**config.mk**
```make
export PLATFORM = sky130hd
export DESIGN_NAME = opponent_tracking_drive
export DESIGN_NICKNAME = d
export VERILOG_FILES = /design/src/hdl/otd_pkg.sv /design/src/hdl/opponent_tracking_drive.sv /design/src/hdl/otd_cdiv.sv /design/src/hdl/otd_dp.sv /design/src/hdl/otd_ctrl.sv
export VERILOG_INCLUDE_DIRS = /design/src /design/src/hdl
export SDC_FILE = /design/constraint.sdc
export NUM_CORES = 2
export LEC_CHECK = 0
export BUFFER_PORTS_ARGS = -buffer_cell sky130_fd_sc_hd__buf_2
export CAP_MARGIN = 10
export CORE_UTILIZATION = 65
export CTS_CLUSTER_SIZE = 30
export DETAILED_ROUTE_END_ITERATION = 10
export PLACE_DENSITY = 0.94
export SLEW_MARGIN = 20
export SYNTH_ARGS = -nofsm -noshare
export SYNTH_HDL_FRONTEND = slang
export SYNTH_SLANG_ARGS = --single-unit
```
**constraint.sdc**
```tcl
create_clock -name clk -period 9.78 [get_ports clk]
set_input_delay 0.978 -clock clk [delete_from_list [all_inputs] [get_ports clk]]
set_output_delay 0.978 -clock clk [all_outputs]
set_load 0.005 [all_outputs]
```
**src/hdl/opponent_tracking_drive_macros.svh**
```systemverilog
// Assertion macros shared by the opponent tracking drive modules.
// Each macro expects clk and rst_n to be visible where it is used.
`ifndef OPPONENT_TRACKING_DRIVE_MACROS_SVH
`define OPPONENT_TRACKING_DRIVE_MACROS_SVH

// Same-cycle implication, disabled during reset
`define OTD_ASSERT_IMPL(label, pre, post, msg) \
    label: assert property (@(posedge clk) disable iff (!rst_n) (pre) |-> (post)) \
        else $error(msg);

// Next-cycle implication, disabled during reset
`define OTD_ASSERT_NEXT(label, pre, post, msg) \
    label: assert property (@(posedge clk) disable iff (!rst_n) (pre) |=> (post)) \
        else $error(msg);

`endif

```
**src/hdl/otd_pkg.sv**
```systemverilog
// Package for the opponent tracking drive: payload, configuration and command types,
// fixed widths, mode codes and the sensor-pattern error table. No dependencies.
package otd_pkg;

    localparam int ADC_BITS  = 12;
    localparam int DRIVE_W   = 8;
    localparam int ERR_W     = 12;
    localparam int TICK_W    = 16;
    localparam int PWR_W     = 15;      // power in hundredths, -10000..10000
    localparam int NUM_W     = 22;      // drive numerator before the constant divide
    localparam int QUOT_W    = 8;       // drive byte produced by the divider

    localparam int POWER_MAX = 10000;   // 100.00 in hundredths
    localparam int LEFT_DIV  = 10000;   // left byte = floor(num / 10000)
    localparam int RIGHT_DIV = 12500;   // right byte after the 0.8 scale

    localparam logic [1:0] MODE_TRACK   = 2'd0;
    localparam logic [1:0] MODE_REVERSE = 2'd1;
    localparam logic [1:0] MODE_SPIN    = 2'd2;

    // Configuration register indexes
    localparam logic [2:0] REG_STOP_LEFT      = 3'd0;
    localparam logic [2:0] REG_STOP_RIGHT     = 3'd1;
    localparam logic [2:0] REG_EDGE_THRESHOLD = 3'd2;
    localparam logic [2:0] REG_SPEED_SLOW     = 3'd3;
    localparam logic [2:0] REG_SPEED_FAST     = 3'd4;
    localparam logic [2:0] REG_CENTER_BAND    = 3'd5;
    localparam logic [2:0] REG_REVERSE_TICKS  = 3'd6;
    localparam logic [2:0] REG_SPIN_TICKS     = 3'd7;

    typedef struct packed {
        logic                opp_pos1;
        logic                opp_pos2;
        logic                opp_pos3;
        logic                opp_pos4;
        logic                opp_pos5;
        logic [ADC_BITS-1:0] edge_front;
        logic [ADC_BITS-1:0] edge_rear;
    } in_item_t;

    typedef struct packed {
        logic [DRIVE_W-1:0]      left_drive;
        logic [DRIVE_W-1:0]      right_drive;
        logic signed [ERR_W-1:0] steer_error;
        logic [1:0]              mode;
    } out_item_t;

    typedef struct packed {
        logic [7:0]          stop_left;
        logic [7:0]          stop_right;
        logic [ADC_BITS-1:0] edge_threshold;
        logic [6:0]          speed_slow;
        logic [6:0]          speed_fast;
        logic [10:0]         center_band;
        logic [TICK_W-1:0]   reverse_ticks;
        logic [TICK_W-1:0]   spin_ticks;
    } cfg_t;

    typedef struct packed {
        logic load;        // request accepted: update error and escape state
        logic power;       // register clamped left/right powers
        logic div_start;   // form numerators and load the dividers
        logic div_step;    // two quotient bits per divider
        logic out_load;    // move the finished result into the output register
    } dp_cmd_t;

    // Centroid of the lit sensors minus the centre position (weights 1000..5000).
    // Bit 0 is sensor 1. The all-dark pattern is never used.
    function automatic logic signed [ERR_W-1:0] err_of_pattern(input logic [4:0] lit);
        logic signed [ERR_W-1:0] e;
        case (lit)
            5'd1:    e = -12'sd2000;
            5'd2:    e = -12'sd1000;
            5'd3:    e = -12'sd1500;
            5'd4:    e =  12'sd0;
            5'd5:    e = -12'sd1000;
            5'd6:    e = -12'sd500;
            5'd7:    e = -12'sd1000;
            5'd8:    e =  12'sd1000;
            5'd9:    e = -12'sd500;
            5'd10:   e =  12'sd0;
            5'd11:   e = -12'sd667;
            5'd12:   e =  12'sd500;
            5'd13:   e = -12'sd334;
            5'd14:   e =  12'sd0;
            5'd15:   e = -12'sd500;
            5'd16:   e =  12'sd2000;
            5'd17:   e =  12'sd0;
            5'd18:   e =  12'sd500;
            5'd19:   e = -12'sd334;
            5'd20:   e =  12'sd1000;
            5'd21:   e =  12'sd0;
            5'd22:   e =  12'sd333;
            5'd23:   e = -12'sd250;
            5'd24:   e =  12'sd1500;
            5'd25:   e =  12'sd333;
            5'd26:   e =  12'sd666;
            5'd27:   e =  12'sd0;
            5'd28:   e =  12'sd1000;
            5'd29:   e =  12'sd250;
            5'd30:   e =  12'sd500;
            5'd31:   e =  12'sd0;
            default: e =  12'sd0;
        endcase
        return e;
    endfunction

endpackage

```
**src/hdl/opponent_tracking_drive.sv**
```systemverilog
// Opponent tracking drive: one request per control tick, one result per request.
// A new request is accepted only after the previous result has entered the output register.
// The result is formed by the power stage, the product stage and four two-bit steps
// of the constant dividers that form the drive bytes.
// Reset (rst_n low, asynchronous): registers to their defaults, error zero, tracking mode.
// Uses otd_pkg, otd_ctrl, otd_dp.
module opponent_tracking_drive
    import otd_pkg::*;
(
    input  logic       clk,
    input  logic       rst_n,
    input  logic       in_valid,
    output logic       in_stall,
    input  in_item_t   in_data,
    output logic       out_valid,
    input  logic       out_stall,
    output out_item_t  out_data,
    input  logic       cfg_valid,
    output logic       cfg_ready,
    input  logic [2:0] cfg_index,
    input  logic [15:0] cfg_data
);

    localparam cfg_t CFG_RESET = '{
        stop_left:      8'd140,
        stop_right:     8'd140,
        edge_threshold: 12'd300,
        speed_slow:     7'd70,
        speed_fast:     7'd90,
        center_band:    11'd100,
        reverse_ticks:  16'd150,
        spin_ticks:     16'd200
    };

    cfg_t    cfg_reg;
    dp_cmd_t cmd;

    assign cfg_ready = 1'b1;

    // Register writes
    always_ff @(posedge clk or negedge rst_n)
    begin
        if (!rst_n)
        begin
            cfg_reg <= CFG_RESET;
        end
        else if (cfg_valid && cfg_ready)
        begin
            case (cfg_index)
                REG_STOP_LEFT:      cfg_reg.stop_left      <= cfg_data[7:0];
                REG_STOP_RIGHT:     cfg_reg.stop_right     <= cfg_data[7:0];
                REG_EDGE_THRESHOLD: cfg_reg.edge_threshold <= cfg_data[ADC_BITS-1:0];
                REG_SPEED_SLOW:     cfg_reg.speed_slow     <= cfg_data[6:0];
                REG_SPEED_FAST:     cfg_reg.speed_fast     <= cfg_data[6:0];
                REG_CENTER_BAND:    cfg_reg.center_band    <= cfg_data[10:0];
                REG_REVERSE_TICKS:  cfg_reg.reverse_ticks  <= cfg_data[TICK_W-1:0];
                REG_SPIN_TICKS:     cfg_reg.spin_ticks     <= cfg_data[TICK_W-1:0];
                default:            cfg_reg                <= cfg_reg;
            endcase
        end
    end

    otd_ctrl u_ctrl (
        .clk       (clk),
        .rst_n     (rst_n),
        .in_valid  (in_valid),
        .in_stall  (in_stall),
        .out_valid (out_valid),
        .out_stall (out_stall),
        .cmd       (cmd)
    );

    otd_dp u_dp (
        .clk      (clk),
        .rst_n    (rst_n),
        .cmd      (cmd),
        .cfg      (cfg_reg),
        .in_data  (in_data),
        .out_data (out_data)
    );

endmodule

```
**src/hdl/otd_cdiv.sv**
```systemverilog
// Divider by a fixed constant: restoring, two quotient bits per step.
// Depends on otd_pkg for the numerator and quotient widths.
`include "opponent_tracking_drive_macros.svh"

module otd_cdiv
    import otd_pkg::*;
#(
    parameter int DIVISOR = 10000
)
(
    input  logic              clk,
    input  logic              rst_n,
    input  logic              start,
    input  logic              step,
    input  logic [NUM_W-1:0]  num,
    output logic [QUOT_W-1:0] quot
);

    localparam logic [NUM_W-1:0] DIV_TOP   = NUM_W'(DIVISOR) << (QUOT_W - 1);
    localparam logic [NUM_W-1:0] DIV_LIMIT = NUM_W'(DIVISOR) << QUOT_W;

    logic [NUM_W-1:0]  rem_reg;
    logic [NUM_W-1:0]  dsr_reg;
    logic [QUOT_W-1:0] quot_reg;

    logic [NUM_W-1:0] dsr_half;
    logic [NUM_W-1:0] rem_mid;
    logic [NUM_W-1:0] rem_next;
    logic             bit_hi;
    logic             bit_lo;

    // Two restoring compare/subtract steps
    always_comb
    begin
        dsr_half = dsr_reg >> 1;
        bit_hi   = (rem_reg >= dsr_reg);
        rem_mid  = bit_hi ? (rem_reg - dsr_reg) : rem_reg;
        bit_lo   = (rem_mid >= dsr_half);
        rem_next = bit_lo ? (rem_mid - dsr_half) : rem_mid;
    end

    // Load the numerator, then shift in quotient bits
    always_ff @(posedge clk)
    begin
        if (start)
        begin
            rem_reg  <= num;
            dsr_reg  <= DIV_TOP;
            quot_reg <= '0;
        end
        else if (step)
        begin
            rem_reg  <= rem_next;
            dsr_reg  <= dsr_reg >> 2;
            quot_reg <= {quot_reg[QUOT_W-3:0], bit_hi, bit_lo};
        end
    end

    assign quot = quot_reg;

    // The quotient must fit the drive byte
    `OTD_ASSERT_NEXT(a_num_in_range, start, rem_reg < DIV_LIMIT, "divider numerator too large")

endmodule

```
**src/hdl/otd_dp.sv**
```systemverilog
// Datapath of the opponent tracking drive: steering error, escape timing, powers,
// drive numerators, two constant dividers and the output register. Uses otd_pkg, otd_cdiv.
module otd_dp
    import otd_pkg::*;
(
    input  logic      clk,
    input  logic      rst_n,
    input  dp_cmd_t   cmd,
    input  cfg_t      cfg,
    input  in_item_t  in_data,
    output out_item_t out_data
);

    typedef struct packed {
        logic [1:0]        phase;
        logic [TICK_W-1:0] left;
    } esc_t;

    // Leave finished escape phases; a zero-length phase is skipped at once
    function automatic esc_t settle(input esc_t s, input logic [TICK_W-1:0] spin);
        esc_t r;
        r = s;
        if (r.phase == MODE_REVERSE && r.left == '0)
        begin
            r.phase = MODE_SPIN;
            r.left  = spin;
        end
        if (r.phase == MODE_SPIN && r.left == '0)
        begin
            r.phase = MODE_TRACK;
        end
        if (r.phase != MODE_TRACK && r.phase != MODE_REVERSE && r.phase != MODE_SPIN)
        begin
            r.phase = MODE_TRACK;
        end
        return r;
    endfunction

    function automatic logic signed [PWR_W-1:0] clamp_power(input logic signed [16:0] v);
        logic signed [PWR_W-1:0] r;
        if (v > 17'sd10000)
        begin
            r = PWR_W'(POWER_MAX);
        end
        else if (v < -17'sd10000)
        begin
            r = -PWR_W'(POWER_MAX);
        end
        else
        begin
            r = v[PWR_W-1:0];
        end
        return r;
    endfunction

    logic signed [ERR_W-1:0] err_reg;
    logic [1:0]              phase_reg;
    logic [TICK_W-1:0]       left_reg;
    logic signed [PWR_W-1:0] pl_reg;
    logic signed [PWR_W-1:0] pr_reg;
    out_item_t               out_reg;

    // ---- tick update: error and escape sequencing ----
    logic [4:0]              lit;
    logic                    edge_low;
    esc_t                    esc_a;
    esc_t                    esc_b;
    esc_t                    esc_c;
    logic [TICK_W-1:0]       left_next;

    always_comb
    begin
        lit = {in_data.opp_pos5, in_data.opp_pos4, in_data.opp_pos3,
               in_data.opp_pos2, in_data.opp_pos1};
        edge_low = (in_data.edge_front < cfg.edge_threshold) ||
                   (in_data.edge_rear  < cfg.edge_threshold);
        esc_a = settle('{phase: phase_reg, left: left_reg}, cfg.spin_ticks);
        esc_b = settle('{phase: MODE_REVERSE, left: cfg.reverse_ticks}, cfg.spin_ticks);
        esc_c = (esc_a.phase == MODE_TRACK && edge_low) ? esc_b : esc_a;
        left_next = (esc_c.phase != MODE_TRACK) ? (esc_c.left - 1'b1) : esc_c.left;
    end

    always_ff @(posedge clk or negedge rst_n)
    begin
        if (!rst_n)
        begin
            err_reg   <= '0;
            phase_reg <= MODE_TRACK;
            left_reg  <= '0;
        end
        else if (cmd.load)
        begin
            if (lit != 5'd0)
            begin
                err_reg <= err_of_pattern(lit);
            end
            phase_reg <= esc_c.phase;
            left_reg  <= left_next;
        end
    end

    // ---- power stage: base speed plus or minus error*10, clamped; full power while escaping ----
    logic [ERR_W-1:0]        err_mag;
    logic [6:0]              speed;
    logic [13:0]             base;
    logic signed [15:0]      err10;
    logic signed [16:0]      sum_l;
    logic signed [16:0]      sum_r;

    always_comb
    begin
        err_mag = err_reg[ERR_W-1] ? ERR_W'(-err_reg) : ERR_W'(err_reg);
        speed   = (err_mag < {1'b0, cfg.center_band}) ? cfg.speed_fast : cfg.speed_slow;
        base    = 14'(speed) * 14'd100;
        err10   = 16'(err_reg) * 16'sd10;
        sum_l   = $signed({3'b000, base}) + 17'(err10);
        sum_r   = $signed({3'b000, base}) - 17'(err10);
    end

    always_ff @(posedge clk)
    begin
        if (cmd.power)
        begin
            case (phase_reg)
                MODE_REVERSE:
                begin
                    pl_reg <= -PWR_W'(POWER_MAX);
                    pr_reg <= -PWR_W'(POWER_MAX);
                end
                MODE_SPIN:
                begin
                    pl_reg <= -PWR_W'(POWER_MAX);
                    pr_reg <= PWR_W'(POWER_MAX);
                end
                default:
                begin
                    pl_reg <= clamp_power(sum_l);
                    pr_reg <= clamp_power(sum_r);
                end
            endcase
        end
    end

    // ---- product stage: stop byte plus rate times power ----
    // Right side is negated and scaled by 0.8, folded into its divisor of 12500.
    logic [7:0]              rate_l;
    logic [7:0]              rate_r;
    logic signed [23:0]      prod_l;
    logic signed [23:0]      prod_r;
    logic signed [23:0]      full_l;
    logic signed [23:0]      full_r;
    logic [NUM_W-1:0]        num_l;
    logic [NUM_W-1:0]        num_r;

    always_comb
    begin
        rate_l = pl_reg[PWR_W-1] ? cfg.stop_left : (8'd255 - cfg.stop_left);
        rate_r = (pr_reg > 0) ? cfg.stop_right : (8'd255 - cfg.stop_right);
        prod_l = $signed({1'b0, rate_l}) * pl_reg;
        prod_r = $signed({1'b0, rate_r}) * pr_reg;
        full_l = $signed(24'(cfg.stop_left) * 24'(LEFT_DIV)) + prod_l;
        full_r = $signed(24'(cfg.stop_right) * 24'(RIGHT_DIV)) - prod_r;
        num_l  = full_l[NUM_W-1:0];
        num_r  = full_r[NUM_W-1:0];
    end

    logic [QUOT_W-1:0] quot_l;
    logic [QUOT_W-1:0] quot_r;

    otd_cdiv #(.DIVISOR(LEFT_DIV)) u_div_left (
        .clk   (clk),
        .rst_n (rst_n),
        .start (cmd.div_start),
        .step  (cmd.div_step),
        .num   (num_l),
        .quot  (quot_l)
    );

    otd_cdiv #(.DIVISOR(RIGHT_DIV)) u_div_right (
        .clk   (clk),
        .rst_n (rst_n),
        .start (cmd.div_start),
        .step  (cmd.div_step),
        .num   (num_r),
        .quot  (quot_r)
    );

    // Hold the result for the output side
    always_ff @(posedge clk)
    begin
        if (cmd.out_load)
        begin
            out_reg.left_drive  <= quot_l;
            out_reg.right_drive <= quot_r;
            out_reg.steer_error <= err_reg;
            out_reg.mode        <= phase_reg;
        end
    end

    assign out_data = out_reg;

endmodule

```
**src/hdl/otd_ctrl.sv**
```systemverilog
// Controller of the opponent tracking drive: sequences one request through the
// datapath and owns the output valid flag. Uses otd_pkg.
`include "opponent_tracking_drive_macros.svh"

module otd_ctrl
    import otd_pkg::*;
(
    input  logic    clk,
    input  logic    rst_n,
    input  logic    in_valid,
    output logic    in_stall,
    output logic    out_valid,
    input  logic    out_stall,
    output dp_cmd_t cmd
);

    typedef enum logic [2:0] {
        ST_IDLE,
        ST_POWER,
        ST_MUL,
        ST_DIV,
        ST_DONE
    } state_t;

    state_t     state_reg;
    logic [1:0] step_cnt_reg;
    logic       out_valid_reg;

    // Decode commands from the current state
    always_comb
    begin
        cmd.load      = (state_reg == ST_IDLE) && in_valid;
        cmd.power     = (state_reg == ST_POWER);
        cmd.div_start = (state_reg == ST_MUL);
        cmd.div_step  = (state_reg == ST_DIV);
        cmd.out_load  = (state_reg == ST_DONE) && (!out_valid_reg || !out_stall);
    end

    // Advance the sequence and track the output register
    always_ff @(posedge clk or negedge rst_n)
    begin
        if (!rst_n)
        begin
            state_reg     <= ST_IDLE;
            step_cnt_reg  <= '0;
            out_valid_reg <= 1'b0;
        end
        else
        begin
            case (state_reg)
                ST_IDLE:
                begin
                    if (in_valid)
                    begin
                        state_reg <= ST_POWER;
                    end
                end
                ST_POWER:
                begin
                    state_reg <= ST_MUL;
                end
                ST_MUL:
                begin
                    step_cnt_reg <= '0;
                    state_reg    <= ST_DIV;
                end
                ST_DIV:
                begin
                    step_cnt_reg <= step_cnt_reg + 1'b1;
                    if (step_cnt_reg == 2'd3)
                    begin
                        state_reg <= ST_DONE;
                    end
                end
                ST_DONE:
                begin
                    if (!out_valid_reg || !out_stall)
                    begin
                        state_reg <= ST_IDLE;
                    end
                end
                default:
                begin
                    state_reg <= ST_IDLE;
                end
            endcase

            if (cmd.out_load)
            begin
                out_valid_reg <= 1'b1;
            end
            else if (!out_stall)
            begin
                out_valid_reg <= 1'b0;
            end
        end
    end

    assign in_stall  = (state_reg != ST_IDLE);
    assign out_valid = out_valid_reg;

    `OTD_ASSERT_NEXT(a_busy_after_accept, in_valid && !in_stall, in_stall, "accepted request did not block the input")
    `OTD_ASSERT_IMPL(a_free_after_result, $fell(in_stall), $past(cmd.out_load), "input freed without a result")
    `OTD_ASSERT_NEXT(a_div_full_length, cmd.div_start, cmd.div_step && step_cnt_reg == 2'd0, "divide sequence did not start at step zero")

endmodule

```
Word-level counts from Yosys, hierarchy flattened

Memory sizes are Yosys's and may differ from the RTL's. A register that Yosys moved wholly into a read port is not among the register bits.
Cells that the tools add are included.

Add/subtract/negate cells: 13
$mul: 6
Order comparisons: 12
Equal/unequal tests: 24
Multiplexer cells: 32
Reductions and logical operators: 40

Operator list:

| cell                    | number |
|---|---|
| $mux W22                | 8 |
| $logic_not A16 Y1       | 4 |
| $mux W15                | 4 |
| $mux W18                | 3 |
| $ge A22 B20 Y1          | 2 |
| $ge A22 B21 Y1          | 2 |
| $mul A9 B15 Y22         | 2 |
| $sub A22 B20 Y22        | 2 |
| $sub A22 B21 Y22        | 2 |
| $gt A17 B15 Y1 const B  | 2 |
| $lt A17 B15 Y1 const B  | 2 |
| $pmux W15 S2            | 1 |
| $lt A12 B12 Y1          | 2 |
| $add A22 B22 Y22        | 1 |
| $sub A22 B22 Y22        | 1 |
| $mul A8 B12 Y20 const B | 1 |
| $mul A8 B10 Y18 const B | 1 |
| $reduce_and A2 Y1       | 9 |
| $add A15 B16 Y17        | 1 |
| $sub A15 B16 Y17        | 1 |
| $mux W16                | 1 |
| $mux W8                 | 2 |
| $sub A16 B1 Y16 const B | 1 |
| $sub A8 B8 Y8 const A   | 2 |
| other kinds (31)        | 70 |

Bits in registers: 270
Memory bits (read-only): 384
Input bits: 53
Word-level logic and storage cells: 154
Memories kept: 1

Memory list:

| name            | depth | bits a word | read ports | clocked after memory_dff | write ports | RTL line      | source |
|---|---|---|---|---|---|---|---|
| (no name shown) | 32    | 12          | 1          | 1                        | 0           | otd_pkg.sv:71 | `case (lit)` |

Logic depth before layout (Yosys ltp)

Word-level depth: 15
Depth in mapped cells: 36

Cells and area by module

Synthesis repeated with hierarchy kept, for this count alone.

Cell total of the unflattened synthesis: 3539
Area total of the unflattened synthesis: 32662.6 um2

Modules (own cells, without submodules):

| module                      | instances | cells each | area each (um2) | seq. area each (um2) |
|---|---|---|---|---|
| otd_dp                      | 1         | 2243       | 20006.7         | 2492.4 |
| otd_cdiv (u_dp.u_div_left)  | 1         | 561        | 4680.7          | 1201.2 |
| otd_cdiv (u_dp.u_div_right) | 1         | 514        | 4342.9          | 1161.1 |
| opponent_tracking_drive     | 1         | 190        | 3306.9          | 2160.8 |
| otd_ctrl                    | 1         | 31         | 325.3           | 150.1 |

Least setup slack after synthesis

No wires, ideal clock.

Kind: reg2reg
From: register u_dp.err_reg[0]
To: register u_dp.pl_reg[11] (data pin)
Arrival time: 7.270 ns
Data required time: 9.525 ns
Path slack: 2.255 ns
Cell stages (with the launch flop): 36
Cells stage by stage: dfrtp_1 > inv_1 > ha_1 > nand2_1 > o21ai_0 > ha_1 > a21o_1 > a21o_1 > a21o_1 > a21oi_1 > nor2b_1 > o21ai_0 > a211o_1 > o21ai_1 > mux2_2 > ha_1 > ha_1 > fa_1 > ha_1 > a21oi_1 > o21bai_1 > a21oi_1 > o21bai_1 > a21oi_1 > xnor2_1 > ha_1 > clkbuf_1 > nand3_1 > a211oi_1 > or2_2 > or3_1 > a221oi_1 > a211oi_1 > or2_2 > clkbuf_1 > o21a_1

Longest elaborated chain between the ends: 9
Elaborated cells on any way between the ends: 11
Classes of those cells: add/sub (2); mul (2); order compare (3); mux (4)

RTL lines:

| item                   | RTL line      | source |
|---|---|---|
| start: declaration     | otd_dp.sv:56  | `logic signed [ERR_W-1:0] err_reg;` |
| $neg A12 Y12           | otd_dp.sv:112 | `err_mag = err_reg[ERR_W-1] ? ERR_W'(-err_reg) : ERR_W'(err_reg);` |
| $mux W12               | otd_dp.sv:112 |  |
| $lt A12 B11 Y1         | otd_dp.sv:113 | `speed = (err_mag < {1'b0, cfg.center_band}) ? cfg.speed_fast : cfg.speed_slow;` |
| $mux W7                | otd_dp.sv:113 |  |
| $mul A7 B5 Y12         | otd_dp.sv:114 | `base = 14'(speed) * 14'd100;` |
| $add A15 B16 Y17 (*)   | otd_dp.sv:116 | `sum_l = $signed({3'b000, base}) + 17'(err10);` |
| $lt A17 B15 Y1         | otd_dp.sv:45  | `else if (v < -17'sd10000)` |
| $mux W15               | otd_dp.sv:45  |  |
| $mux W15 (*)           | otd_dp.sv:41  | `if (v > 17'sd10000)` |
| end signal: assignment | otd_dp.sv:127 | `pl_reg <= -PWR_W'(POWER_MAX);` |
| end signal: assignment | otd_dp.sv:132 | `pl_reg <= -PWR_W'(POWER_MAX);` |
| end signal: assignment | otd_dp.sv:137 | `pl_reg <= clamp_power(sum_l);` |
| end: declaration       | otd_dp.sv:59  | `logic signed [PWR_W-1:0] pl_reg;` |

Every way passes the cells marked *; elsewhere a longest branch is shown, timed or not.
A chain may end at the register's enable or synchronous reset.

Worst setup path after layout

From: register u_dp.err_reg[0]
To: register u_dp.pr_reg[6] (data pin)

Longest elaborated chain between the ends: 10
Elaborated cells on any way between the ends: 12
Classes of those cells: add/sub (2); mul (2); order compare (3); mux (5)

RTL lines:

| item                   | RTL line      | source |
|---|---|---|
| $neg A12 Y12           | otd_dp.sv:112 |  |
| $mux W12               | otd_dp.sv:112 |  |
| $lt A12 B11 Y1         | otd_dp.sv:113 |  |
| $mux W7                | otd_dp.sv:113 |  |
| $mul A7 B5 Y12         | otd_dp.sv:114 |  |
| $sub A15 B16 Y17 (*)   | otd_dp.sv:117 | `sum_r = $signed({3'b000, base}) - 17'(err10);` |
| $lt A17 B15 Y1         | otd_dp.sv:45  |  |
| $mux W15               | otd_dp.sv:45  |  |
| $mux W15 (*)           | otd_dp.sv:41  |  |
| $pmux W15 S2 (*)       | otd_dp.sv:124 | `case (phase_reg)` |
| end signal: assignment | otd_dp.sv:128 | `pr_reg <= -PWR_W'(POWER_MAX);` |
| end signal: assignment | otd_dp.sv:133 | `pr_reg <= PWR_W'(POWER_MAX);` |
| end signal: assignment | otd_dp.sv:138 | `pr_reg <= clamp_power(sum_r);` |
| end: declaration       | otd_dp.sv:60  | `logic signed [PWR_W-1:0] pr_reg;` |

Marked as above.

==> impl_results.md <==
- Status: finished clean
- Crit path top cell by count: ha_1
- Setup Viol. Count Final: 0
- Routed WL: 80,800 um
- Met3 Usage GRT: 4.76%
- Compound-Gate Fraction of Synth Area: 14.5%
- Clock Latency Late Sink: 0.61 ns
- Fillers: 3,365
- Post-DR wirelength/cell: 18.9 um
- Initial antenna violation count: 0
- Clock Root Buffer: clkbuf_16
- Max Freq: 114 MHz
- Full die area: 50,100 um2
- Via Count: 26,700
- Largest family of logic cells by synthesized area: adder cells
- Buf/Inv on CP: 1
- R2r worst-path depth: 30
- CP peak stage delay: 0.75 ns
- Final TNS setup: 0 ns
- Vert. Die Dim: 224 um
- Vias in the first global route: 27,000
- Most Crowded Layer GR: met2
- Mapped cell area: 32,000 um2
- Synthesized flop and latch total: 273
- I/O pin cnt: 86
- CTS tree: done
- Port Buffers: 84
- Syn Nets: 4,239
- Multiplexer area fraction after synthesis: 4.46%
- CP arrival: 9.06 ns
- Ant diodes: 0
- Chip Width: 224 um
- Crit path max-delay family: compound AO/OA/AOI/OAI gates
- Routed vias/inst: 6.25
- Max clock buf depth: 3
- Sequential fraction of the synthesis area: 22.3%
- Final period util: 89.4%
- Fraction of layout cells with a size suffix above 1: 9.53%
- Initial DRC Count: 2,227
- Fin nets: 4,265
- Post-CTS Setup Inserts: 0
- Max FFs per register: 85
- Grt ovf: 0
- TritonCTS sink count: 273
- Worst slew margin: 25.5%
- CTS H-tree lvls: 1
- CP Data Required Time: 10.10 ns
- Yosys cell types: 107
- Effective utilization at floorplan: 66.5%
- Met2 global-route usage: 55.8%
- Tot GR Track Use: 32.4%
- Post-Synth Adder-Cell Area: 29.7%
- Resized Gates After CTS: 0
- RR Startpoint: u_dp.err_reg[0]$_DFFE_PN0P_
- Synth Area in XOR/XNOR: 5.31%
- Core area: 48,100 um2
- R2r endpoint: u_dp.pr_reg[6]$_DFFE_PP_
- TritonRoute pass-1 iters: 6
- Slew Viols, Final: 0
- CP Class: flip-flop to flip-flop
- Flop-to-flop setup slack: 1.04 ns
- Hold-fix buffers, CTS: 0
- Worst slew pin tran: 1.11 ns
- Max-cap violation count: 0
- Wire length of the first global-routing pass: 133,000 um
- Synth-to-layout area growth: 6.20%
- Clock buffer count from CTS: 31
- Predominant post-synthesis flop cell: edfxtp_1
- Slowest stage cell, crit path: o21ai_1
- CP max FO: 10
- Syn_area_per_cell: 8.97 um2
- DRC: 0
- Num rows: 80
- GP Congestion: 0.983
- Post-synth EDFFs: 102
- Largest net degree at the start of global routing: 99
- CP Capture Type: flip-flop
- Ys async rst share: 44.3%
- HPWL Detailed: 62,600 um
- Hold Crit Class: input port to async pin
- Global-route track usage on met1: 40.4%
- Post-DRT Antenna Nets: 0
- Type of origin of the critical path: flip-flop
- Hold Fails Final Rpt: 0
- Cell count after synthesis: 3,568
- Final worst path period need: 8.74 ns
- Worst clock skew: 0.0192 ns
- RSZ-0062 raised after global routing: false
- YS warnings: 0
- Synth Area in Simple Gates: 16.6%
- Worst-path clk slew: 0.06 ns
[layer usage]
metal	routed length, um	vias up	part of all wire [%]
li1	-	12300	-
met2	39400	1310	49
met4	3680	0	4.6
met1	31800	12800	39
met5	0	-	0
met3	5890	304	7.3
[cells in the final DEF (no fill, tap or decap), drive strengths merged, types with 68 or more instances in the layout]
cell type  count
edfxtp       102
nor2b        100
xnor2        137
nor2         218
and2          71
nand2b        82
inv          496
fa           236
a21oi        214
nand3         97
nand2        252
o21ai        176
ha           382
buf          101
dfrtp         94
mux2          97
nor3          68
[area by class of cell]
cell class | count | area (um2) | area share (%)
repair buffers | 101 | 551 | 1.62
inverters | 490 | 1840 | 5.42
multi-input cells | 2697 | 22600 | 66.6
clock inverters | 18 | 153 | 0.449
clock buffers | 40 | 871 | 2.56
well taps | 656 | 821 | 2.42
flip-flops and latches | 273 | 7130 | 21.0
[logic make-up after synthesis]
family / after synthesis
AND/OR/NAND/NOR: 1037
AO/OA/AOI/OAI: 717
adder cells (fa/ha/maj): 618
buffers and inverters: 598
flip-flops: 273
XOR/XNOR: 194
multiplexers: 130
other: 1
[synth_stat cells, types with 96 or more instances]
cell type,n,area (um2)
inv_1,490,1840
ha_1,382,4780
nand2_1,252,946
fa_1,236,4720
nor2_1,216,811
a21oi_1,214,1070
o21ai_0,161,806
xnor2_1,137,1200
edfxtp_1,102,3060
nor2b_1,100,626
mux2_2,96,1080
nand3_1,96,480
[how the worst max path moves through the flow]
stage                                     start                                      to  cells past startpoint
floorplan           u_dp.err_reg[0]$_DFFE_PN0P_           u_dp.pl_reg[11]$_SDFFCE_PP1P_                     35
global route        u_dp.err_reg[0]$_DFFE_PN0P_               u_dp.pr_reg[11]$_DFFE_PP_                     30
CTS                    u_dp.pr_reg[7]$_DFFE_PP_  u_dp.u_div_right.rem_reg[21]$_DFFE_PP_                     23
finish              u_dp.err_reg[0]$_DFFE_PN0P_                u_dp.pr_reg[6]$_DFFE_PP_                     30
global placement    u_dp.err_reg[0]$_DFFE_PN0P_                u_dp.pr_reg[7]$_DFFE_PP_                     30
detailed placement     u_dp.pr_reg[7]$_DFFE_PP_  u_dp.u_div_right.rem_reg[21]$_DFFE_PP_                     23
[stage by stage]
step	util, %	setup slack, ns	hold slack [ns]	cell area [um2]	cells
2_1_floorplan	-	2.26	0.408	32000	3568
3_3_place_gp	68.4	1.65	0.414	32900	4217
3_5_place_dp	68.4	1.18	0.417	32900	4217
4_1_cts	70.5	1.09	0.391	34000	4275
5_1_grt	70.6	0.668	0.431	34000	4275
6_report	70.6	1.04	0.394	34000	4275
Power is not shown: default switching activity piles up to over one toggle a cycle in this logic, so the estimate is an artifact.
